--- src/rtl/core/ppd_pkg.sv ---
// ----------------------------------------------------------------------------
// Pulse pile-up discriminator package
// Widths, the pulse-shape tap generator, saturation helpers and shared types.
// ----------------------------------------------------------------------------
package ppd_pkg;

    localparam int PULSE_TAPS = 301;
    localparam int AMP_W      = 24;

    localparam int HIT_W  = 4;
    localparam int TAP_W  = 18;
    localparam int TICK_W = 32;
    localparam int THR_W  = 24;
    localparam int PEAK_W = 24;
    localparam int PROD_W = TAP_W + HIT_W;
    localparam int SUM_W  = PROD_W + $clog2(PULSE_TAPS);
    localparam int CMP_W  = (AMP_W > THR_W) ? AMP_W : THR_W;
    localparam int SAT_W  = ((SUM_W > AMP_W) ? SUM_W : AMP_W) + 1;

    localparam logic signed [THR_W-1:0] THR_RESET = THR_W'(128);

    localparam logic KIND_TICK  = 1'b0;
    localparam logic KIND_CLEAR = 1'b1;

    typedef struct packed {
        logic [TICK_W-1:0]        start_tick;
        logic signed [PEAK_W-1:0] peak_amplitude;
    } ppd_result_t;

    // Q4.28 arithmetic used to build the pulse-shape taps at elaboration.
    localparam longint QONE = 64'sd1 <<< 28;
    localparam longint LN2Q = (64'sd693147181 * QONE) / 64'sd1000000000;

    // Signed quotient truncated toward zero, by restoring long division on
    // the magnitudes. Used while building the tap table.
    function automatic longint qdiv(input longint n, input longint d);
        logic [63:0] mag_n;
        logic [63:0] mag_d;
        logic [63:0] quo;
        logic [64:0] rem;
        if (d == 0) begin
            return 0;
        end
        mag_n = (n < 0) ? -n : n;
        mag_d = (d < 0) ? -d : d;
        quo = '0;
        rem = '0;
        for (int i = 63; i >= 0; i--) begin
            rem = {rem[63:0], mag_n[i]};
            if (rem >= {1'b0, mag_d}) begin
                rem = rem - {1'b0, mag_d};
                quo[i] = 1'b1;
            end
        end
        return ((n < 0) != (d < 0)) ? -longint'(quo) : longint'(quo);
    endfunction

    function automatic longint qfrac(input longint n, input longint d);
        return qdiv(n * QONE, d);
    endfunction

    function automatic longint fmul(input longint a, input longint b);
        return qdiv(a * b, QONE);
    endfunction

    function automatic longint fdiv(input longint a, input longint b);
        if (b == 0) begin
            return 0;
        end
        return qdiv(a * QONE, b);
    endfunction

    // exp(y) for y <= 0 by ln2 range reduction and a 16-term series.
    function automatic longint fexp_neg(input longint y);
        longint u;
        longint k;
        longint r;
        longint acc;
        longint term;
        u = -y;
        k = qdiv(u, LN2Q);
        if (k >= 40) begin
            return 0;
        end
        r = u - k * LN2Q;
        acc = QONE;
        term = QONE;
        for (int n = 1; n <= 16; n++) begin
            term = -qdiv(qdiv(term * r, QONE), longint'(n));
            acc = acc + term;
        end
        return acc >> k;
    endfunction

    function automatic longint fexp(input longint y);
        longint yc;
        longint e;
        if (y > 0) begin
            yc = (y > 3 * QONE) ? 3 * QONE : y;
            e = fexp_neg(-yc);
            return (e > 0) ? qdiv(QONE * QONE, e) : 0;
        end
        return fexp_neg(y);
    endfunction

    // Rational part of erfc(z) * exp(z * z) for z >= 0.
    function automatic longint erfc_poly(input longint z);
        longint s;
        longint p;
        s = qdiv(QONE * QONE, QONE + fmul(qfrac(327591100, 1000000000), z));
        p = qfrac(1061405429, 1000000000);
        p = -qfrac(1453152027, 1000000000) + fmul(s, p);
        p = qfrac(1421413741, 1000000000) + fmul(s, p);
        p = -qfrac(284496736, 1000000000) + fmul(s, p);
        p = qfrac(254829592, 1000000000) + fmul(s, p);
        return fmul(s, p);
    endfunction

    function automatic longint emg(input longint t, input longint a, input longint b);
        longint sq2;
        longint pre;
        longint ex;
        longint z;
        longint tail;
        longint az;
        sq2 = qfrac(1414213562, 1000000000);
        pre = fmul(b, qfrac(1253314137, 1000000000));
        ex = fdiv(fmul(b, b), 2 * fmul(a, a)) - fdiv(t, a);
        z = fdiv(t, fmul(b, sq2)) - fdiv(b, fmul(a, sq2));
        if (z >= 0) begin
            if (z > 6 * QONE) begin
                tail = 2 * QONE;
            end else begin
                tail = 2 * QONE - fmul(erfc_poly(z), fexp(-fmul(z, z)));
            end
            return fmul(fmul(pre, fexp(ex)), tail);
        end
        az = -z;
        if (az > 6 * QONE) begin
            return 0;
        end
        return fmul(pre, fmul(erfc_poly(az), fexp(ex - fmul(az, az))));
    endfunction

    // Pulse-shape weight of one tap in units of 1/256, clamped to TAP_W bits.
    function automatic logic signed [TAP_W-1:0] shape_tap(input int k);
        longint a1;
        longint a2;
        longint b;
        longint gscale;
        longint den;
        longint t;
        longint d;
        longint v;
        longint vmax;
        a1 = qfrac(888913032, 1000000000);
        a2 = fmul(a1, QONE - qfrac(888913032, 64'sd65575636532));
        b = qfrac(416687779, 1000000000);
        gscale = 64'sd2124902715;
        den = 64'sd10000000 * 64'sd1048576;
        vmax = (64'sd1 <<< (TAP_W - 1)) - 1;
        t = qdiv(longint'(k) * QONE - 15 * QONE, 10);
        if (t > 60 * QONE) begin
            t = 60 * QONE;
        end
        d = emg(t, a1, b) - emg(t, a2, b);
        if (d > 4 * QONE) begin
            d = 4 * QONE;
        end
        if (d < -4 * QONE) begin
            d = -4 * QONE;
        end
        if (d >= 0) begin
            v = qdiv(d * gscale + qdiv(den, 2), den);
        end else begin
            v = -qdiv(-d * gscale + qdiv(den, 2), den);
        end
        if (v > vmax) begin
            v = vmax;
        end
        if (v < -vmax - 1) begin
            v = -vmax - 1;
        end
        return TAP_W'(v);
    endfunction

    // Clamp the full convolution sum to the signed amplitude range.
    function automatic logic signed [AMP_W-1:0] sat_amp(input logic signed [SUM_W-1:0] s);
        logic signed [SAT_W-1:0] w;
        logic signed [SAT_W-1:0] hi;
        logic signed [SAT_W-1:0] lo;
        w  = SAT_W'(s);
        hi = SAT_W'((64'sd1 <<< (AMP_W - 1)) - 1);
        lo = -hi - SAT_W'(1);
        if (w > hi) begin
            return AMP_W'(hi);
        end
        if (w < lo) begin
            return AMP_W'(lo);
        end
        return AMP_W'(w);
    endfunction

    // Clamp a peak to the reported PEAK_W-bit range.
    function automatic logic signed [PEAK_W-1:0] sat_peak(input logic signed [AMP_W-1:0] p);
        logic signed [CMP_W:0] w;
        logic signed [CMP_W:0] hi;
        logic signed [CMP_W:0] lo;
        w  = (CMP_W + 1)'(p);
        hi = (CMP_W + 1)'((64'sd1 <<< (PEAK_W - 1)) - 1);
        lo = -hi - (CMP_W + 1)'(1);
        if (w > hi) begin
            return PEAK_W'(hi);
        end
        if (w < lo) begin
            return PEAK_W'(lo);
        end
        return PEAK_W'(w);
    endfunction

endpackage

--- src/rtl/core/ppd_tap_cell.sv ---
// ----------------------------------------------------------------------------
// Pulse pile-up discriminator tap cell
// One tap of the transposed convolution: weight times hits plus the partial sum.
// ----------------------------------------------------------------------------
module ppd_tap_cell (
    input  logic                              clk,
    input  logic                              rst_n,
    input  logic                              advance,
    input  logic                              clear,
    input  logic [ppd_pkg::HIT_W-1:0]         hit,
    input  logic signed [ppd_pkg::TAP_W-1:0]  weight,
    input  logic signed [ppd_pkg::SUM_W-1:0]  p_in,
    output logic signed [ppd_pkg::SUM_W-1:0]  sum_out
);
    import ppd_pkg::*;

    logic signed [SUM_W-1:0]  acc_reg;
    logic signed [SUM_W-1:0]  acc_next;
    logic signed [PROD_W-1:0] prod;

    // The held value is the neighbor's sum from the previous tick, i.e. the
    // contribution of older hits that lands on this tap's position.
    always_comb
    begin
        acc_next = acc_reg;
        if (clear) begin
            acc_next = '0;
        end else if (advance) begin
            acc_next = p_in;
        end
    end

    always_ff @(posedge clk or negedge rst_n)
    begin
        if (!rst_n) begin
            acc_reg <= '0;
        end else begin
            acc_reg <= acc_next;
        end
    end

    assign prod    = $signed({1'b0, hit}) * weight;
    assign sum_out = SUM_W'(prod) + acc_reg;

endmodule

--- config.mk ---
export PLATFORM = sky130hd
export DESIGN_NAME = ppd_tap_cell
export DESIGN_NICKNAME = d
export VERILOG_FILES = /design/src/rtl/core/ppd_pkg.sv /design/src/rtl/core/ppd_tap_cell.sv
export SDC_FILE = /design/constraint.sdc
export NUM_CORES = 1
export LEC_CHECK = 0
export BUFFER_PORTS_ARGS = -buffer_cell sky130_fd_sc_hd__buf_2
export CAP_MARGIN = 20
export CORE_MARGIN = 10
export CORE_UTILIZATION = 37
export CTS_CLUSTER_DIAMETER = 100
export DETAILED_ROUTE_END_ITERATION = 12
export MAX_ROUTING_LAYER = met4
export PLACE_DENSITY = 0.67
export SLEW_MARGIN = 15
export SYNTH_ARGS = -nofsm -noshare
export SYNTH_HDL_FRONTEND = slang
export SYNTH_SLANG_ARGS = --single-unit
--- constraint.sdc ---
create_clock -name clk -period 15.9 [get_ports clk]
set_input_delay 3.18 -clock clk [delete_from_list [all_inputs] [get_ports clk]]
set_output_delay 3.18 -clock clk [all_outputs]
set_load 0.005 [all_outputs]
* Word level (Yosys, flattened, before mapping)
Cells that the tools add are included.
** Cells by class
- Add/subtract/negate cells :: 1
- Mux-type cells :: 2
- Reduce and logical (&&, ||, !) cells :: 1
- $mul :: 1
** Operators by type and width (count)
- two-way mux 31 bit :: 2
- adder 22 x 31 -> 31 bit :: 1
- multiplier 5 x 18 -> 22 bit :: 1
- nonzero test 2 bit :: 1
** Word-level totals
- Output and inout bits :: 31
- Register bits after elaboration :: 31
- Word-level logic and storage cells :: 6
- Input port bits :: 57

* Logic depth before layout (Yosys ltp)
- Depth in word-level cells :: 2
- Mapped depth :: 26
- Depth with buffers taken out :: 24

* Least setup slack after synthesis
No wires, ideal clock.
- Path kind :: input to output
- Start point :: input port hit[2] in the netlist's numbering
- End point :: output port sum_out[30] in the netlist's numbering
- Path slack :: 3.800 ns
- Required time :: 12.720 ns
- Arrival time :: 8.920 ns
- Stages on the path :: 25
- Buffers on the path :: 1
- Cells stage by stage :: clkbuf_1 and2_1 ha_1 fa_1 inv_1 fa_1 inv_1 ha_1 nand4_1 nor2_1 a2111oi_2 o41ai_1 a211oi_2 o21ai_1 a21oi_2 xnor2_1 ha_1 a21oi_1 o21a_1 nand3_1 a211oi_2 o31ai_1 a221oi_1 xnor2_1 xnor3_1
** Between the ends
- Longest elaborated chain between the ends :: 2
** RTL lines
- from (decl) :: RTL line ppd_tap_cell.sv:10 : input logic [ppd_pkg::HIT_W-1:0] hit,
- multiplier 5 x 18 -> 22 bit :: RTL line ppd_tap_cell.sv:42 : assign prod = $signed({1'b0, hit}) * weight;
- adder 22 x 31 -> 31 bit :: RTL line ppd_tap_cell.sv:43 : assign sum_out = SUM_W'(prod) + acc_reg;
- to (decl) :: RTL line ppd_tap_cell.sv:13 : output logic signed [ppd_pkg::SUM_W-1:0] sum_out
Every way passes these cells.

* Final worst setup path
- Start point :: input port hit[3] in the netlist's numbering
- End point :: output port sum_out[30] in the netlist's numbering
Same word-level chain as after synthesis.

==> results_dict.tcl <==
set metrics [dict create \
    antenna-diode-count 0 \
    slew_headroom_pct 36.0 \
    hold_path_class "flip-flop to flip-flop" \
    dr_wl_met2_microns 6140 \
    hold_viol 0 \
    synth_nets 793 \
    peakVddDrop_mv 0.0596 \
    grt_pass1_wl_microns 21400 \
    wl_per_cell_microns 14.6 \
    synth.distinct_cells 47 \
    finalCritPeriodShare_pct 79.9 \
    cap_violations 0 \
    top_layer_used "met4" \
    grt_max_degree 32 \
    critPathMostFrequentCell "ha_1" \
    netlist_area_sq_um 5280 \
    drive_above_1_share_pct 14.3 \
    hold_depth 2 \
    viasPerCell 5.00 \
    drc 0 \
    cp_top_family "compound AO/OA/AOI/OAI gates" \
    vias 4432 \
    synth_xor_area_share_pct 8.38 \
    cts_max_level 2 \
    overflow 0 \
    place_congestion 0.884 \
    crit_path_top_delay_cell "o41ai_1" \
    insertion_delay_ns 0.28 \
    critPathLaunch "hit[3]" \
    path_buf_inv 5 \
    wl_met1_microns 6160 \
    final_cell_mix "87 x buf_2, 81 x inv_1, 73 x ha_1" \
    synthSimpleGateAreaFrac_pct 16.3 \
    power_mw 0.746 \
    worstSetupEndpointType "output port" \
    io_buffers 87 \
    rows 43 \
    ys_async_sr_fraction_pct 100 \
    clk_pin_slew_ns 0.05 \
    dpl_cell_area_sq_um 5890 \
    syn_area_per_cell_sq_um 8.44 \
    post_cts_resized 0 \
    syn_to_final_growth_pct 14.1 \
    finalSetupViolCount 0 \
    finalWirelength_microns 12900 \
    antenna_found_initial 0 \
    design.core.area_sq_um 13900 \
    synth_top_family_by_area "adder cells" \
    dieArea_sq_um 19500 \
    hp-start "acc_reg[7]" \
    worstMarginPinSlew_ns 0.960 \
    cts_buffers 5 \
    swShare_pct 48.3 \
    layout_commonest_cell "buf_2" \
    start_util_pct 37.9 \
    cts-root-buf "clkbuf_16" \
    synth_area_leaders "ha_1 17%, dfrtp_1 15%, fa_1 14%, and2_1 6.6%, mux2i_1 5.9%" \
    drtPass1Iterations 4 \
    p_per_area_nw_per_um2 124 \
    largest_register_ff_count 31 \
    synthAdderAreaFrac_pct 31.3 \
    power_frac_seq_pct 11.6 \
    yosys_warnings 0 \
    p_int_mw 0.386 \
    fin_crit_ns 12.70 \
    first_global_vias 4479 \
    fin_area_sq_um 6030 \
    seq_area_frac_synth_pct 14.7 \
    status "completed" \
    rsz0062_at_grt "no" \
    grt_usage_pct 13.3 \
    p_clk_share_pct 12.1 \
    first_iter_violations 210 \
    p_leak_nw 3.32 \
    io_pins 88 \
    yosys.area.top_type_share_pct 17.3 \
    slew_viol_final 0 \
    fmax_ghz 0.0787 \
    switchingPower_mw 0.360 \
    final.setup.tns_ns 0 \
    pwr-share-comb_pct 76.2 \
    wl_met3_microns 461 \
    synth_compound_area_share_pct 16.6 \
    cts_tree "built" \
    synth-edff-count 0 \
    critPathArrivalTime_ns 9.52 \
    max_stage_delay_ns 0.60 \
    holdBufCountCts 0 \
    drtAntennaViolNets 0 \
    muxShareOfSynthArea_pct 5.87 \
    startpoint_type "primary input" \
    clkSinkCount 31 \
    worst-setup-path-type "primary input to output port" \
    fp.dieH_microns 139 \
    reg2reg_from "acc_reg[21]" \
    die_w_microns 139 \
    required_ns 12.72 \
    clk_path_buf_depth 2 \
    syn_inst 626 \
    rr_worst_depth 2 \
    synthFlopType "dfrtp_1" \
    synth_seq_cells 31 \
    clock_skew_ns 0 \
    cp.depth 27 \
    post_cts_buffers 0 \
    crit_fanout 18 \
    nets 872 \
    yosys.area.top_type "ha_1" \
    hpwlAfterDp_microns 11000 \
]
[final cells by class]
type	instances	area [sq um]
flip-flops and latches	31	776
repair buffers	88	443
fillers	1416	7910
clock inverters	1	5.00
clock buffers	7	133
well taps	180	225
inverters	81	304
multi-input cells	498	4140
[cell usage after synthesis, types with 8 or more instances]
cell type and n:
a21o_1 24, mux2i_1 31, and2_1 56, nor2_1 51, o21ai_0 12, clkbuf_1 13, xnor2_1 30, inv_1 81
a21oi_1 37, dfrtp_1 31, nand2_1 44, fa_1 37, o21ai_1 8, xor2_1 18, ha_1 73
[power by group through the flow]
stage                     Combinational (mW)  Sequential (mW)  Clock (mW)
after floorplan                        0.390           0.0868           0
after global placement                 0.571           0.0881           0
after detailed placement               0.573           0.0882           0
after CTS                              0.576           0.0869      0.0938
after global routing                   0.637           0.0873      0.0970
final                                  0.568           0.0868      0.0905
[kinds of logic (layout without fill, tap and decap cells)]
family          after synthesis  after routing
simple gates                177            177
flops                        31             31
xor+xnor                     49             49
fa+ha+maj                   110            110
mux                          31             31
compound gates              131            131
buf+inv                      97            177
[layer usage]
layer / track usage, % / up-vias
met5: - / -
met4: 2.36 / 0
met3: 2.28 / 11
met2: 22.2 / 83
met1: 16.7 / 2067
li1: - / 2271
[stage by stage]
stage / hold slack [ns] / util (%) / setup slack [ns] / cells
final: 0.527 / 43.3 / 3.20 / 886
after global routing: 0.550 / 43.3 / 2.69 / 886
after CTS: 0.535 / 43.3 / 3.22 / 886
after detailed placement: 0.521 / 42.3 / 3.23 / 878
after global placement: 0.512 / 42.3 / 3.41 / 878
after floorplan: 0.493 / - / 3.80 / 626
[final timing paths]
| kind | slack (ns) | to |
|---|---|---|
| setup / recovery | 3.20 | sum_out[30] |
| hold reg to reg | 0.53 | acc_reg[7] |
| max in group asynchronous | 12.46 | acc_reg[13] |
| setup reg to reg | 15.16 | acc_reg[21] |
| min in group asynchronous | 2.95 | acc_reg[0] |
| hold / removal | 0.53 | acc_reg[7] |
[worst min-delay path, cell delays in order, from the launching register on]
cell	delay (ns)
dfrtp_1	0.34
mux2i_1	0.07
nor2_1	0.08
(Power assumes the default switching activity.)
