==> config.mk <==
export PLATFORM = sky130hd
export DESIGN_NAME = ppd_discriminator
export DESIGN_NICKNAME = d
export VERILOG_FILES = /design/src/rtl/core/ppd_pkg.sv /design/src/rtl/core/ppd_discriminator.sv
export SDC_FILE = /design/constraint.sdc
export NUM_CORES = 1
export LEC_CHECK = 0
export ABC_AREA = 1
export BUFFER_PORTS_ARGS = -buffer_cell sky130_fd_sc_hd__buf_4
export CORE_MARGIN = 2
export CORE_UTILIZATION = 45
export DETAILED_ROUTE_END_ITERATION = 10
export PLACE_DENSITY_LB_ADDON = 0.25
export SYNTH_ARGS = -nofsm -noshare
export SYNTH_HDL_FRONTEND = slang
export SYNTH_SLANG_ARGS = --single-unit
export TNS_END_PERCENT = 1
==> constraint.sdc <==
create_clock -name clk -period 6.4 [get_ports clk]
set_clock_uncertainty 0.15 [all_clocks]
set_input_delay 1.28 -clock clk [delete_from_list [all_inputs] [get_ports clk]]
set_output_delay 1.28 -clock clk [all_outputs]
set_load 0.03 [all_outputs]
==> src/rtl/core/ppd_pkg.sv <==
// ----------------------------------------------------------------------------
// Pulse pile-up discriminator package
// Widths, the pulse-shape tap generator, saturation helpers and shared types.
// ----------------------------------------------------------------------------
package ppd_pkg;

    localparam int PULSE_TAPS = 301;
    localparam int AMP_W      = 24;

    localparam int HIT_W  = 4;
    localparam int TAP_W  = 18;
    localparam int TICK_W = 32;
    localparam int THR_W  = 24;
    localparam int PEAK_W = 24;
    localparam int PROD_W = TAP_W + HIT_W;
    localparam int SUM_W  = PROD_W + $clog2(PULSE_TAPS);
    localparam int CMP_W  = (AMP_W > THR_W) ? AMP_W : THR_W;
    localparam int SAT_W  = ((SUM_W > AMP_W) ? SUM_W : AMP_W) + 1;

    localparam logic signed [THR_W-1:0] THR_RESET = THR_W'(128);

    localparam logic KIND_TICK  = 1'b0;
    localparam logic KIND_CLEAR = 1'b1;

    typedef struct packed {
        logic [TICK_W-1:0]        start_tick;
        logic signed [PEAK_W-1:0] peak_amplitude;
    } ppd_result_t;

    // Q4.28 arithmetic used to build the pulse-shape taps at elaboration.
    localparam longint QONE = 64'sd1 <<< 28;
    localparam longint LN2Q = (64'sd693147181 * QONE) / 64'sd1000000000;

    // Signed quotient truncated toward zero, by restoring long division on
    // the magnitudes. Used while building the tap table.
    function automatic longint qdiv(input longint n, input longint d);
        logic [63:0] mag_n;
        logic [63:0] mag_d;
        logic [63:0] quo;
        logic [64:0] rem;
        if (d == 0) begin
            return 0;
        end
        mag_n = (n < 0) ? -n : n;
        mag_d = (d < 0) ? -d : d;
        quo = '0;
        rem = '0;
        for (int i = 63; i >= 0; i--) begin
            rem = {rem[63:0], mag_n[i]};
            if (rem >= {1'b0, mag_d}) begin
                rem = rem - {1'b0, mag_d};
                quo[i] = 1'b1;
            end
        end
        return ((n < 0) != (d < 0)) ? -longint'(quo) : longint'(quo);
    endfunction

    function automatic longint qfrac(input longint n, input longint d);
        return qdiv(n * QONE, d);
    endfunction

    function automatic longint fmul(input longint a, input longint b);
        return qdiv(a * b, QONE);
    endfunction

    function automatic longint fdiv(input longint a, input longint b);
        if (b == 0) begin
            return 0;
        end
        return qdiv(a * QONE, b);
    endfunction

    // exp(y) for y <= 0 by ln2 range reduction and a 16-term series.
    function automatic longint fexp_neg(input longint y);
        longint u;
        longint k;
        longint r;
        longint acc;
        longint term;
        u = -y;
        k = qdiv(u, LN2Q);
        if (k >= 40) begin
            return 0;
        end
        r = u - k * LN2Q;
        acc = QONE;
        term = QONE;
        for (int n = 1; n <= 16; n++) begin
            term = -qdiv(qdiv(term * r, QONE), longint'(n));
            acc = acc + term;
        end
        return acc >> k;
    endfunction

    function automatic longint fexp(input longint y);
        longint yc;
        longint e;
        if (y > 0) begin
            yc = (y > 3 * QONE) ? 3 * QONE : y;
            e = fexp_neg(-yc);
            return (e > 0) ? qdiv(QONE * QONE, e) : 0;
        end
        return fexp_neg(y);
    endfunction

    // Rational part of erfc(z) * exp(z * z) for z >= 0.
    function automatic longint erfc_poly(input longint z);
        longint s;
        longint p;
        s = qdiv(QONE * QONE, QONE + fmul(qfrac(327591100, 1000000000), z));
        p = qfrac(1061405429, 1000000000);
        p = -qfrac(1453152027, 1000000000) + fmul(s, p);
        p = qfrac(1421413741, 1000000000) + fmul(s, p);
        p = -qfrac(284496736, 1000000000) + fmul(s, p);
        p = qfrac(254829592, 1000000000) + fmul(s, p);
        return fmul(s, p);
    endfunction

    function automatic longint emg(input longint t, input longint a, input longint b);
        longint sq2;
        longint pre;
        longint ex;
        longint z;
        longint tail;
        longint az;
        sq2 = qfrac(1414213562, 1000000000);
        pre = fmul(b, qfrac(1253314137, 1000000000));
        ex = fdiv(fmul(b, b), 2 * fmul(a, a)) - fdiv(t, a);
        z = fdiv(t, fmul(b, sq2)) - fdiv(b, fmul(a, sq2));
        if (z >= 0) begin
            if (z > 6 * QONE) begin
                tail = 2 * QONE;
            end else begin
                tail = 2 * QONE - fmul(erfc_poly(z), fexp(-fmul(z, z)));
            end
            return fmul(fmul(pre, fexp(ex)), tail);
        end
        az = -z;
        if (az > 6 * QONE) begin
            return 0;
        end
        return fmul(pre, fmul(erfc_poly(az), fexp(ex - fmul(az, az))));
    endfunction

    // Pulse-shape weight of one tap in units of 1/256, clamped to TAP_W bits.
    function automatic logic signed [TAP_W-1:0] shape_tap(input int k);
        longint a1;
        longint a2;
        longint b;
        longint gscale;
        longint den;
        longint t;
        longint d;
        longint v;
        longint vmax;
        a1 = qfrac(888913032, 1000000000);
        a2 = fmul(a1, QONE - qfrac(888913032, 64'sd65575636532));
        b = qfrac(416687779, 1000000000);
        gscale = 64'sd2124902715;
        den = 64'sd10000000 * 64'sd1048576;
        vmax = (64'sd1 <<< (TAP_W - 1)) - 1;
        t = qdiv(longint'(k) * QONE - 15 * QONE, 10);
        if (t > 60 * QONE) begin
            t = 60 * QONE;
        end
        d = emg(t, a1, b) - emg(t, a2, b);
        if (d > 4 * QONE) begin
            d = 4 * QONE;
        end
        if (d < -4 * QONE) begin
            d = -4 * QONE;
        end
        if (d >= 0) begin
            v = qdiv(d * gscale + qdiv(den, 2), den);
        end else begin
            v = -qdiv(-d * gscale + qdiv(den, 2), den);
        end
        if (v > vmax) begin
            v = vmax;
        end
        if (v < -vmax - 1) begin
            v = -vmax - 1;
        end
        return TAP_W'(v);
    endfunction

    // Clamp the full convolution sum to the signed amplitude range.
    function automatic logic signed [AMP_W-1:0] sat_amp(input logic signed [SUM_W-1:0] s);
        logic signed [SAT_W-1:0] w;
        logic signed [SAT_W-1:0] hi;
        logic signed [SAT_W-1:0] lo;
        w  = SAT_W'(s);
        hi = SAT_W'((64'sd1 <<< (AMP_W - 1)) - 1);
        lo = -hi - SAT_W'(1);
        if (w > hi) begin
            return AMP_W'(hi);
        end
        if (w < lo) begin
            return AMP_W'(lo);
        end
        return AMP_W'(w);
    endfunction

    // Clamp a peak to the reported PEAK_W-bit range.
    function automatic logic signed [PEAK_W-1:0] sat_peak(input logic signed [AMP_W-1:0] p);
        logic signed [CMP_W:0] w;
        logic signed [CMP_W:0] hi;
        logic signed [CMP_W:0] lo;
        w  = (CMP_W + 1)'(p);
        hi = (CMP_W + 1)'((64'sd1 <<< (PEAK_W - 1)) - 1);
        lo = -hi - (CMP_W + 1)'(1);
        if (w > hi) begin
            return PEAK_W'(hi);
        end
        if (w < lo) begin
            return PEAK_W'(lo);
        end
        return PEAK_W'(w);
    endfunction

endpackage

==> src/rtl/core/ppd_discriminator.sv <==
// ----------------------------------------------------------------------------
// Pulse pile-up discriminator threshold logic
// Tracks the armed state, start tick and peak, and flags finished pulses.
// ----------------------------------------------------------------------------
module ppd_discriminator (
    input  logic                              clk,
    input  logic                              rst_n,
    input  logic                              cfg_write,
    input  logic signed [ppd_pkg::THR_W-1:0]  cfg_data,
    input  logic                              accept,
    input  logic                              kind,
    input  logic signed [ppd_pkg::AMP_W-1:0]  amp,
    output logic                              res_push,
    output ppd_pkg::ppd_result_t              res
);
    import ppd_pkg::*;

    logic signed [THR_W-1:0]  thr_reg;
    logic                     armed_reg;
    logic                     armed_next;
    logic signed [AMP_W-1:0]  peak_reg;
    logic signed [AMP_W-1:0]  peak_next;
    logic [TICK_W-1:0]        start_reg;
    logic [TICK_W-1:0]        start_next;
    logic [TICK_W-1:0]        tick_reg;
    logic [TICK_W-1:0]        tick_next;
    logic signed [CMP_W-1:0]  amp_x;
    logic signed [CMP_W-1:0]  thr_x;

    assign amp_x = CMP_W'(amp);
    assign thr_x = CMP_W'(thr_reg);

    always_comb
    begin
        armed_next = armed_reg;
        peak_next  = peak_reg;
        start_next = start_reg;
        tick_next  = tick_reg;
        res_push   = 1'b0;
        if (accept) begin
            if (kind == KIND_CLEAR) begin
                res_push   = armed_reg;
                armed_next = 1'b0;
                peak_next  = '0;
                start_next = '0;
                tick_next  = '0;
            end else begin
                tick_next = tick_reg + TICK_W'(1);
                priority if (!armed_reg) begin
                    if (amp_x > thr_x) begin
                        armed_next = 1'b1;
                        start_next = tick_reg;
                        peak_next  = amp;
                    end
                end else if (amp_x < thr_x) begin
                    res_push   = 1'b1;
                    armed_next = 1'b0;
                end else if (amp > peak_reg) begin
                    peak_next = amp;
                end
            end
        end
    end

    assign res.start_tick     = start_reg;
    assign res.peak_amplitude = sat_peak(peak_reg);

    always_ff @(posedge clk or negedge rst_n)
    begin
        if (!rst_n) begin
            thr_reg   <= THR_RESET;
            armed_reg <= 1'b0;
            peak_reg  <= '0;
            start_reg <= '0;
            tick_reg  <= '0;
        end else begin
            if (cfg_write) begin
                thr_reg <= cfg_data;
            end
            armed_reg <= armed_next;
            peak_reg  <= peak_next;
            start_reg <= start_next;
            tick_reg  <= tick_next;
        end
    end

endmodule

* Word-level counts from Yosys, hierarchy flattened *
Index checks and enable logic that the tools add are counted.

storage, ports and cells
  word-level logic and storage cells = 42
  register bits after elaboration = 113
  input port bits = 53
  output and inout port bits = 57

operators by class
  add/sub/neg operators = 1
  order comparisons = 5
  reduce and logical (&&, ||, !) cells = 4
  mux-type cells = 24
  eq/ne operators = 3

operators by type and width
  cell                                                                      count
  24-bit two-way mux                                                        9
  32-bit two-way mux                                                        4
  24-bit greater-than comparator                                            2
  32-bit by 1-bit adder with 32-bit output (second input constant)          1
  24-bit greater-than comparator (second input constant)                    1
  24-bit < comparator                                                       1
  24-bit < comparator (second input constant)                               1
  1-bit two-way mux                                                         11
  4-bit AND reduction                                                       1
  3-bit by 2-bit inequality test with 1-bit output (second input constant)  1
  3-bit inequality test (second input constant)                             1
  3-bit AND reduction                                                       1
  3-bit nonzero test                                                        1
  2-bit inequality test (second input constant)                             1
  2-bit nonzero test                                                        1

* Logic depth before layout (Yosys ltp) *
Gate-level depths: netlist of the first run.

  depth in word-level cells = 5
  gate-level depth with buffers = 19
  gate-level depth less buffers = 18

* Worst setup path after synthesis of the first run *
No wires, ideal clock.

  path type = input to output
  from = input port amp[5] (netlist bit)
  to = output port res_push
  data arrival time = 2492 ps
  buffers on the path = 0
  setup slack = 2478 ps
  required time = 4970 ps
  cell stages on the path = 12
  cells stage by stage = ha_1 -> a21oi_1 -> nor2_1 -> nor3_1 -> nand2_1 -> nand2_1 -> nand3_1 -> nand2_1 -> nand2_2 -> nand2_1 -> nand3_1 -> inv_1

between the ends
  longest elaborated chain between the ends = 5

ends and longest elaborated chain
  item                 RTL line                 RTL
  start, declared      ppd_discriminator.sv:12  input logic signed [ppd_pkg::AMP_W-1:0] amp,
  24-bit < comparator  ppd_discriminator.sv:55  end else if (amp_x < thr_x) begin
  1-bit two-way mux    ppd_discriminator.sv:55
  1-bit two-way mux    ppd_discriminator.sv:49  priority if (!armed_reg) begin
  1-bit two-way mux    ppd_discriminator.sv:41  if (kind == KIND_CLEAR) begin
  1-bit two-way mux    ppd_discriminator.sv:40  if (accept) begin
  end, declared        ppd_discriminator.sv:13  output logic res_push,

Every way passes these cells.

* Final worst setup path of the first run *
  from = input port amp[15] (netlist bit)
  to = output port res_push

The elaborated chain is that of the path after synthesis.

==> impl_metrics.py, run 1 <==
metrics = {
    "timing": {
        "final_min_period_over_clock_period_pct": 68.0,
        "setup_viol": 0,
        "max_slew_headroom_at_the_worst_pin_pct": 32.9,
        "hold_viol": 0,
        "timing.final.crit_period_ns": 4.35,
        "rsz0062_at_grt": "no",
        "timing.setup.tns_ns": 0,
        "worst-slew-pin-transition_ns": 1.00,
        "finalHoldWorstSlack_ns": 0.320,
        "upper_clock_frequency_limit_mhz": 230,
        "finalMaxSlewViolations": 0,
    },
    "detailed_routing": {
        "initialDrtViolationCount": 459,
        "post-route-drc-count": 0,
        "drt-total-wl_mm": 16.8,
        "vias": 6086,
        "wire_per_inst_um": 14.0,
        "via_per_inst": 5.06,
        "drt_pre_antenna_iters": 7,
        "antenna_violating_nets_post_route": 0,
    },
    "yosys": {
        "yosys.cell_count.top_type": "nand2_1",
        "synth.ff_latch_count": 113,
        "synth.yosys.seq_area_share_pct": 41.3,
        "synthArstFlopShare_pct": 100,
        "netlist.area_leader.share_pct": 40.9,
        "syn-num-nets": 1030,
        "synth.lib_cells_used.distinct": 39,
        "synth_top_cells_by_count": "nand2_1 (243), inv_1 (132), dfrtp_1 (112), nor2_1 (99), nand3_1 (64)",
        "post_synth_inst_count": 928,
        "flip_flop_cell_with_the_highest_count_after_synthesis": "dfrtp_1",
        "synth_enable_flop_cells": 0,
        "synth_area_mm2": 0.00686,
        "post_syn_area_per_cell_um2": 7.39,
        "synth_top_area_cell": "dfrtp_1",
        "ys_top_cells_by_area": "dfrtp_1 (41%), nand2_1 (13%), ha_1 (8.9%)",
        "warning_count_from_the_yosys_run": 0,
    },
    "global_routing": {
        "pin_count_of_the_biggest_net_entering_global_routing": 61,
        "grt-ovfl-total": 0,
        "grt_pass1_vias": 5574,
        "antenna_found_initial": 0,
        "grt_pass1_wl_mm": 28.2,
        "global_route.usage.total_pct": 22.0,
    },
    "floorplanning": {
        "dieArea_mm2": 0.0162,
        "top_level_ports": 110,
        "fp-row-count": 45,
        "floorplan.initialDensity_pct": 45.6,
        "coreArea_mm2": 0.0150,
        "fp.dieW_um": 127,
        "die_h_um": 127,
    },
    "clock_tree": {
        "postCtsResizedCells": 0,
        "cts_inserted_buffers": 17,
        "clock_tree.htree_level_count": 4,
        "clockRootBuffer": "clkbuf_16",
        "cts.hold.buffers_added": 0,
        "tritoncts_num_sinks": 113,
        "setup_bufs_post_cts": 0,
        "clk-insertion-delay-late_ns": 0.41,
        "clk_pin_slew_ns": 0.05,
        "tritoncts": "yes",
        "cts_max_path_buffers": 2,
    },
    "power_and_ir_drop": {
        "p_sw_share_pct": 30.6,
        "max-vdd-ir-drop_mv": 0.169,
        "sequentialPowerShare_pct": 36.6,
        "internal_power_mw": 1.56,
        "clkPwrFrac_pct": 40.9,
        "power_per_cell_area_mw_per_mm2": 271,
        "switchingPower_mw": 0.684,
        "comb_power_share_pct": 22.5,
        "leakage_nw": 4.43,
    },
    "layout": {
        "flow.area_growth_from_synthesis_pct": 20.6,
        "layout.filler_cells": 1472,
        "antenna-diode-count": 0,
        "final-instance-count-excl-fill": 1203,
        "fraction_of_layout_instances_using_a_drive_strength_above_1_pct": 16.8,
        "layout.core_utilization_pct": 55.0,
        "final_net_count": 1106,
    },
    "setup_path": {
        "largest_driver_fanout_on_the_critical_path": 4,
        "reg2reg_depth": 16,
        "critical-path-max-stage-delay_ns": 0.29,
        "cp_cell_instances": "buf_4 > ha_1 > nand2_1 > nor2_1 > nand4_1 > nor2_1 > nand2_1 > nand3_1 > nand2_1 > nand2_2 > nand2_1 > nand3_1 > inv_1 > buf_4",
        "crit_top_cell": "nand2_1",
        "type_of_the_setup_path_with_the_least_slack": "input port to output pin",
        "worstPathRequired_ns": 4.97,
        "crit_arrival_ns": 2.92,
        "timing.critical_path.to_type": "output pin",
        "worstSetupStartpointType": "input port",
        "cpMaxStageDelayCell": "ha_1",
    },
    "place": {
        "hpwlAfterDp_mm": 12.1,
        "numPortBuffers": 109,
        "place_congestion": 0.891,
        "place_inst": 1173,
    },
    "worst_hold_path": {
        "hold_class": "flip-flop to flip-flop",
        "worstHoldPathCells": 2,
    },
    "job": {
        "max_cap_violations": 0,
    },
    "outcome": {
        "run_status": "completed",
    },
}
==> per-stage QoR <==
stage	cell area (um2)	power (mW)	setup slack, ns
6_report	8270	2.24	2.05
5_1_grt	8270	2.37	1.88
4_1_cts	8270	2.26	2.08
3_5_place_dp	7700	1.34	2.07
3_3_place_gp	7700	1.33	2.13
2_1_floorplan	6860	1.18	2.48
==> power by group through the flow <==
stage                     logic [mW]  registers, mW  clock network [mW]
after global routing           0.572          0.828               0.969
after CTS                      0.509          0.820               0.932
after global placement         0.497          0.831                   0
final                          0.504          0.820               0.915
after floorplan                0.352          0.823                   0
after detailed placement       0.504          0.832                   0
==> cells by family after synthesis <==
group           count (synthesis)  synth area share (%)
fa+ha+maj                      49                  8.94
mux                             1                 0.164
xor+xnor                        4                 0.511
simple gates                  478                  30.9
flops                         113                  41.3
buf+inv                       189                  10.8
compound gates                 94                  7.52
==> metal layers <==
metal	routed length, um	track usage, %	vias to the layer above
li1	-	-	3084
met1	8360	33.6	2812
met2	7180	31.2	175
met3	1070	4.48	15
met4	198	6.72	0
met5	0	0	-
==> cell usage in the layout (no fill, tap or decap), drive strengths merged <==
cell,n
a211oi,4
a21boi,1
a21o,1
a21oi,32
a31oi,1
buf,112
bufinv,2
clkbuf,24
clkinv,4
dfrtp,112
dfstp,1
ha,49
inv,134
mux2,1
nand2,258
nand3,65
nand3b,6
nand4,21
nor2,106
nor3,15
nor3b,1
nor4,6
o211ai,1
o21a,4
o21ai,45
o21bai,1
o31ai,4
xor2,4
==> worst paths after layout <==
check	from	end	slack, ns
max	amp[15]	res_push	2.05
min	start_reg[18]	start_reg[18]	0.32
min reg2reg	start_reg[18]	start_reg[18]	0.32
max reg2reg	thr_reg[15]	start_reg[8]	3.11
max in group asynchronous	rst_n	tick_reg[10]	4.09
min in group asynchronous	rst_n	thr_reg[15]	0.76
==> final cells by class <==
cell class                      instances  area, um2  share of cell area, %
Multi-Input combinational cell        626       3290                   39.8
Sequential cell                       113       2830                   34.2
Timing Repair Buffer                  112        841                   10.2
Inverter                              134        503                   6.08
Clock buffer                           24        492                   5.95
Tap cell                              188        235                   2.84
Clock inverter                          6       80.1                  0.968
==> critical path, delay by kind of cell <==
kind | cells | cell delay, ns
adders and majority gates | 1 | 0.29
buffers and inverters | 3 | 0.34
and+or+nand+nor | 10 | 1.02
Power figures use the tool's default switching activity.
==> run 2, diff against run 1 <==
--- a/config.mk
+++ b/config.mk
@@ -5,7 +5,7 @@
 export SDC_FILE = /design/constraint.sdc
 export NUM_CORES = 1
 export LEC_CHECK = 0
-export ABC_AREA = 1
+export ABC_AREA = 0
 export BUFFER_PORTS_ARGS = -buffer_cell sky130_fd_sc_hd__buf_4
 export CORE_MARGIN = 2
 export CORE_UTILIZATION = 45
==> constraint.sdc (replaced) <==
create_clock -name clk -period 4.4 [get_ports clk]
set_clock_uncertainty 0.15 [all_clocks]
set_input_delay 0.88 -clock clk [delete_from_list [all_inputs] [get_ports clk]]
set_output_delay 0.88 -clock clk [all_outputs]
set_load 0.03 [all_outputs]
==> run 2 against run 1 <==
Effect of this change: utilization up 1.9 points; register-to-register slack worse by 2.1 ns; synthesized cell count down 35%; via count down 25%; combinational power up 13%; worst setup slack worse by 1.7 ns; critical path depth down 4; non-clock buffer count up 3; first-iteration DRC count down 44%; highest routed layer unchanged.
==> impl_metrics.py, run 2 <==
metrics = {
    "global_routing": {
        "grt_pass1_wl_mm": 22.4,
        "global_route.usage.total_pct": 19.8,
        "pin_count_of_the_biggest_net_entering_global_routing": 114,
        "grt-ovfl-total": 0,
        "antenna_found_initial": 0,
        "grt_pass1_vias": 4749,
    },
    "detailed_routing": {
        "drt_pre_antenna_iters": 4,
        "wire_per_inst_um": 15.0,
        "antenna_violating_nets_post_route": 0,
        "via_per_inst": 5.23,
        "initialDrtViolationCount": 258,
        "vias": 4592,
        "drt-total-wl_mm": 13.2,
        "post-route-drc-count": 0,
    },
    "timing": {
        "timing.final.crit_period_ns": 4.06,
        "finalMaxSlewViolations": 0,
        "hold_viol": 0,
        "worst-slew-pin-transition_ns": 0.940,
        "timing.setup.tns_ns": 0,
        "max_slew_headroom_at_the_worst_pin_pct": 37.3,
        "upper_clock_frequency_limit_mhz": 246,
        "setup_viol": 0,
        "rsz0062_at_grt": "no",
        "final_min_period_over_clock_period_pct": 92.3,
        "finalHoldWorstSlack_ns": 0.339,
    },
    "yosys": {
        "synth_top_area_cell": "dfrtp_1",
        "synthArstFlopShare_pct": 100,
        "post_synth_inst_count": 600,
        "synth_area_mm2": 0.00603,
        "synth.lib_cells_used.distinct": 49,
        "netlist.area_leader.share_pct": 46.5,
        "warning_count_from_the_yosys_run": 0,
        "post_syn_area_per_cell_um2": 10.0,
        "flip_flop_cell_with_the_highest_count_after_synthesis": "dfrtp_1",
        "yosys.cell_count.top_type": "dfrtp_1",
        "ys_top_cells_by_area": "dfrtp_1 (46%), ha_1 (10%), a22o_1 (3.6%)",
        "synth.ff_latch_count": 113,
        "synth_enable_flop_cells": 0,
        "syn-num-nets": 702,
        "synth_top_cells_by_count": "dfrtp_1 (112), inv_1 (54), ha_1 (49), nand2_1 (42), nor2_1 (39)",
        "synth.yosys.seq_area_share_pct": 46.9,
    },
    "clock_tree": {
        "clk_pin_slew_ns": 0.05,
        "setup_bufs_post_cts": 0,
        "postCtsResizedCells": 0,
        "tritoncts_num_sinks": 113,
        "clockRootBuffer": "clkbuf_16",
        "clk-insertion-delay-late_ns": 0.41,
        "cts_max_path_buffers": 2,
        "tritoncts": "yes",
        "clock_tree.htree_level_count": 4,
        "cts_inserted_buffers": 17,
        "cts.hold.buffers_added": 0,
    },
    "setup_path": {
        "crit_start": "amp[23]",
        "cp_cell_instances": "buf_4 > ha_1 > nand4_2 > nor4_2 > o31ai_1 > a21boi_2 > nor2_1 > o21ai_0 > nor2_1 > buf_4",
        "cpMaxStageDelayCell": "nor4_2",
        "worstPathRequired_ns": 3.37,
        "worstSetupStartpointType": "input port",
        "crit_arrival_ns": 3.03,
        "type_of_the_setup_path_with_the_least_slack": "input port to output pin",
        "worstPathBufferInverterCount": 2,
        "critical-path-max-stage-delay_ns": 0.48,
        "largest_driver_fanout_on_the_critical_path": 6,
        "critPathTopFamily": "simple AND/OR/NAND/NOR gates",
        "timing.critical_path.to_type": "output pin",
        "regToRegStartpoint": "thr_reg[23]",
    },
    "floorplanning": {
        "die_h_um": 120,
        "fp.dieW_um": 120,
        "top_level_ports": 110,
        "floorplan.initialDensity_pct": 45.9,
        "dieArea_mm2": 0.0143,
        "coreArea_mm2": 0.0131,
        "fp-row-count": 42,
    },
    "worst_hold_path": {
        "worst_hold_startpoint": "start_reg[2]",
        "hold_class": "flip-flop to flip-flop",
    },
    "power_and_ir_drop": {
        "max-vdd-ir-drop_mv": 0.220,
        "power_per_cell_area_mw_per_mm2": 400,
        "leakage_nw": 3.68,
        "design_power_total_mw": 2.99,
    },
    "place": {
        "place_inst": 848,
        "hpwlAfterDp_mm": 9.42,
        "place_congestion": 0.821,
        "numPortBuffers": 109,
    },
    "outcome": {
        "run_status": "completed",
    },
    "layout": {
        "final_net_count": 793,
        "fraction_of_layout_instances_using_a_drive_strength_above_1_pct": 23.9,
        "final_cell_mix": "buf_4 (114), dfrtp_1 (112), inv_1 (54)",
        "layout_commonest_cell": "buf_4",
        "antenna-diode-count": 0,
        "final-instance-count-excl-fill": 878,
        "flow.area_growth_from_synthesis_pct": 24.1,
    },
    "job": {
        "max_cap_violations": 0,
    },
}
run 2: cell types whose count changed after synthesis, sizes merged, moves of 7 or more:
cell and delta:
or3 +7, o21ai -11, nand2 -216, nor3 -10
nand3 -43, inv -80, clkbuf -7, nor2b +32
a22o +25, xnor2 +9, nor2 -67, mux2 +32
xor2 +7
run 2: where the power goes:
part	leakage, nW	internal, mW	switching, mW
clock network	0.266	0.808	0.446
logic	1.90	0.238	0.330
registers	1.51	1.11	0.0583
run 2: area by class of cell:
type,count,area (um2)
inverters,54,203
fillers,1200,5660
clock inverters,6,57.6
multi-input cells,390,2810
clock buffers,24,482
well taps,176,220
flip-flops and latches,113,2830
repair buffers,115,876
run 2: layer usage:
metal  routed length, um  GRT usage (%)  vias up
met1                6240           26.4     2245
met2                6230           30.9       96
met3                 577           4.56       12
li1                    -              -     2239
met5                   0              0        -
met4                 143           8.31        0
run 2: logic make-up (layout without fill, tap and decap cells):
kind of cell             count (synthesis)  after routing  share of synthesized area (%)
AND/OR/NAND/NOR                        174            174                           14.7
flip-flops                             113            113                           46.9
AO/OA/AOI/OAI                          112            112                           12.4
buffers and inverters                   97            199                           6.41
adder cells (fa/ha/maj)                 49             49                           10.2
multiplexers                            35             35                           6.50
XOR/XNOR                                20             20                           2.91
run 2: per-stage QoR:
step           cell area [um2]  util, %  setup slack, ns
2_1_floorplan             6030        -            0.653
3_3_place_gp              6940     52.8            0.451
3_5_place_dp              6940     52.8            0.354
4_1_cts                   7480     56.9            0.353
5_1_grt                   7480     56.9            0.116
6_report                  7480     56.9            0.337
run 2: worst paths after layout:
check,to,slack [ns],depth (start not counted)
setup / recovery,res_push,0.34,10
hold / removal,start_reg[2],0.34,1
setup reg to reg,peak_reg[1],1.04,9
hold reg to reg,start_reg[2],0.34,1
max in group asynchronous,thr_reg[4],3.27,2
min in group asynchronous,thr_reg[15],0.40,2
run 2: worst reg2reg max path: cells and delay by family, from the launching register on:
kind	cells	cell delay, ns
flops	1	0.31
fa+ha+maj	1	0.37
simple gates	2	0.66
compound gates	5	1.70
buf+inv	1	0.06
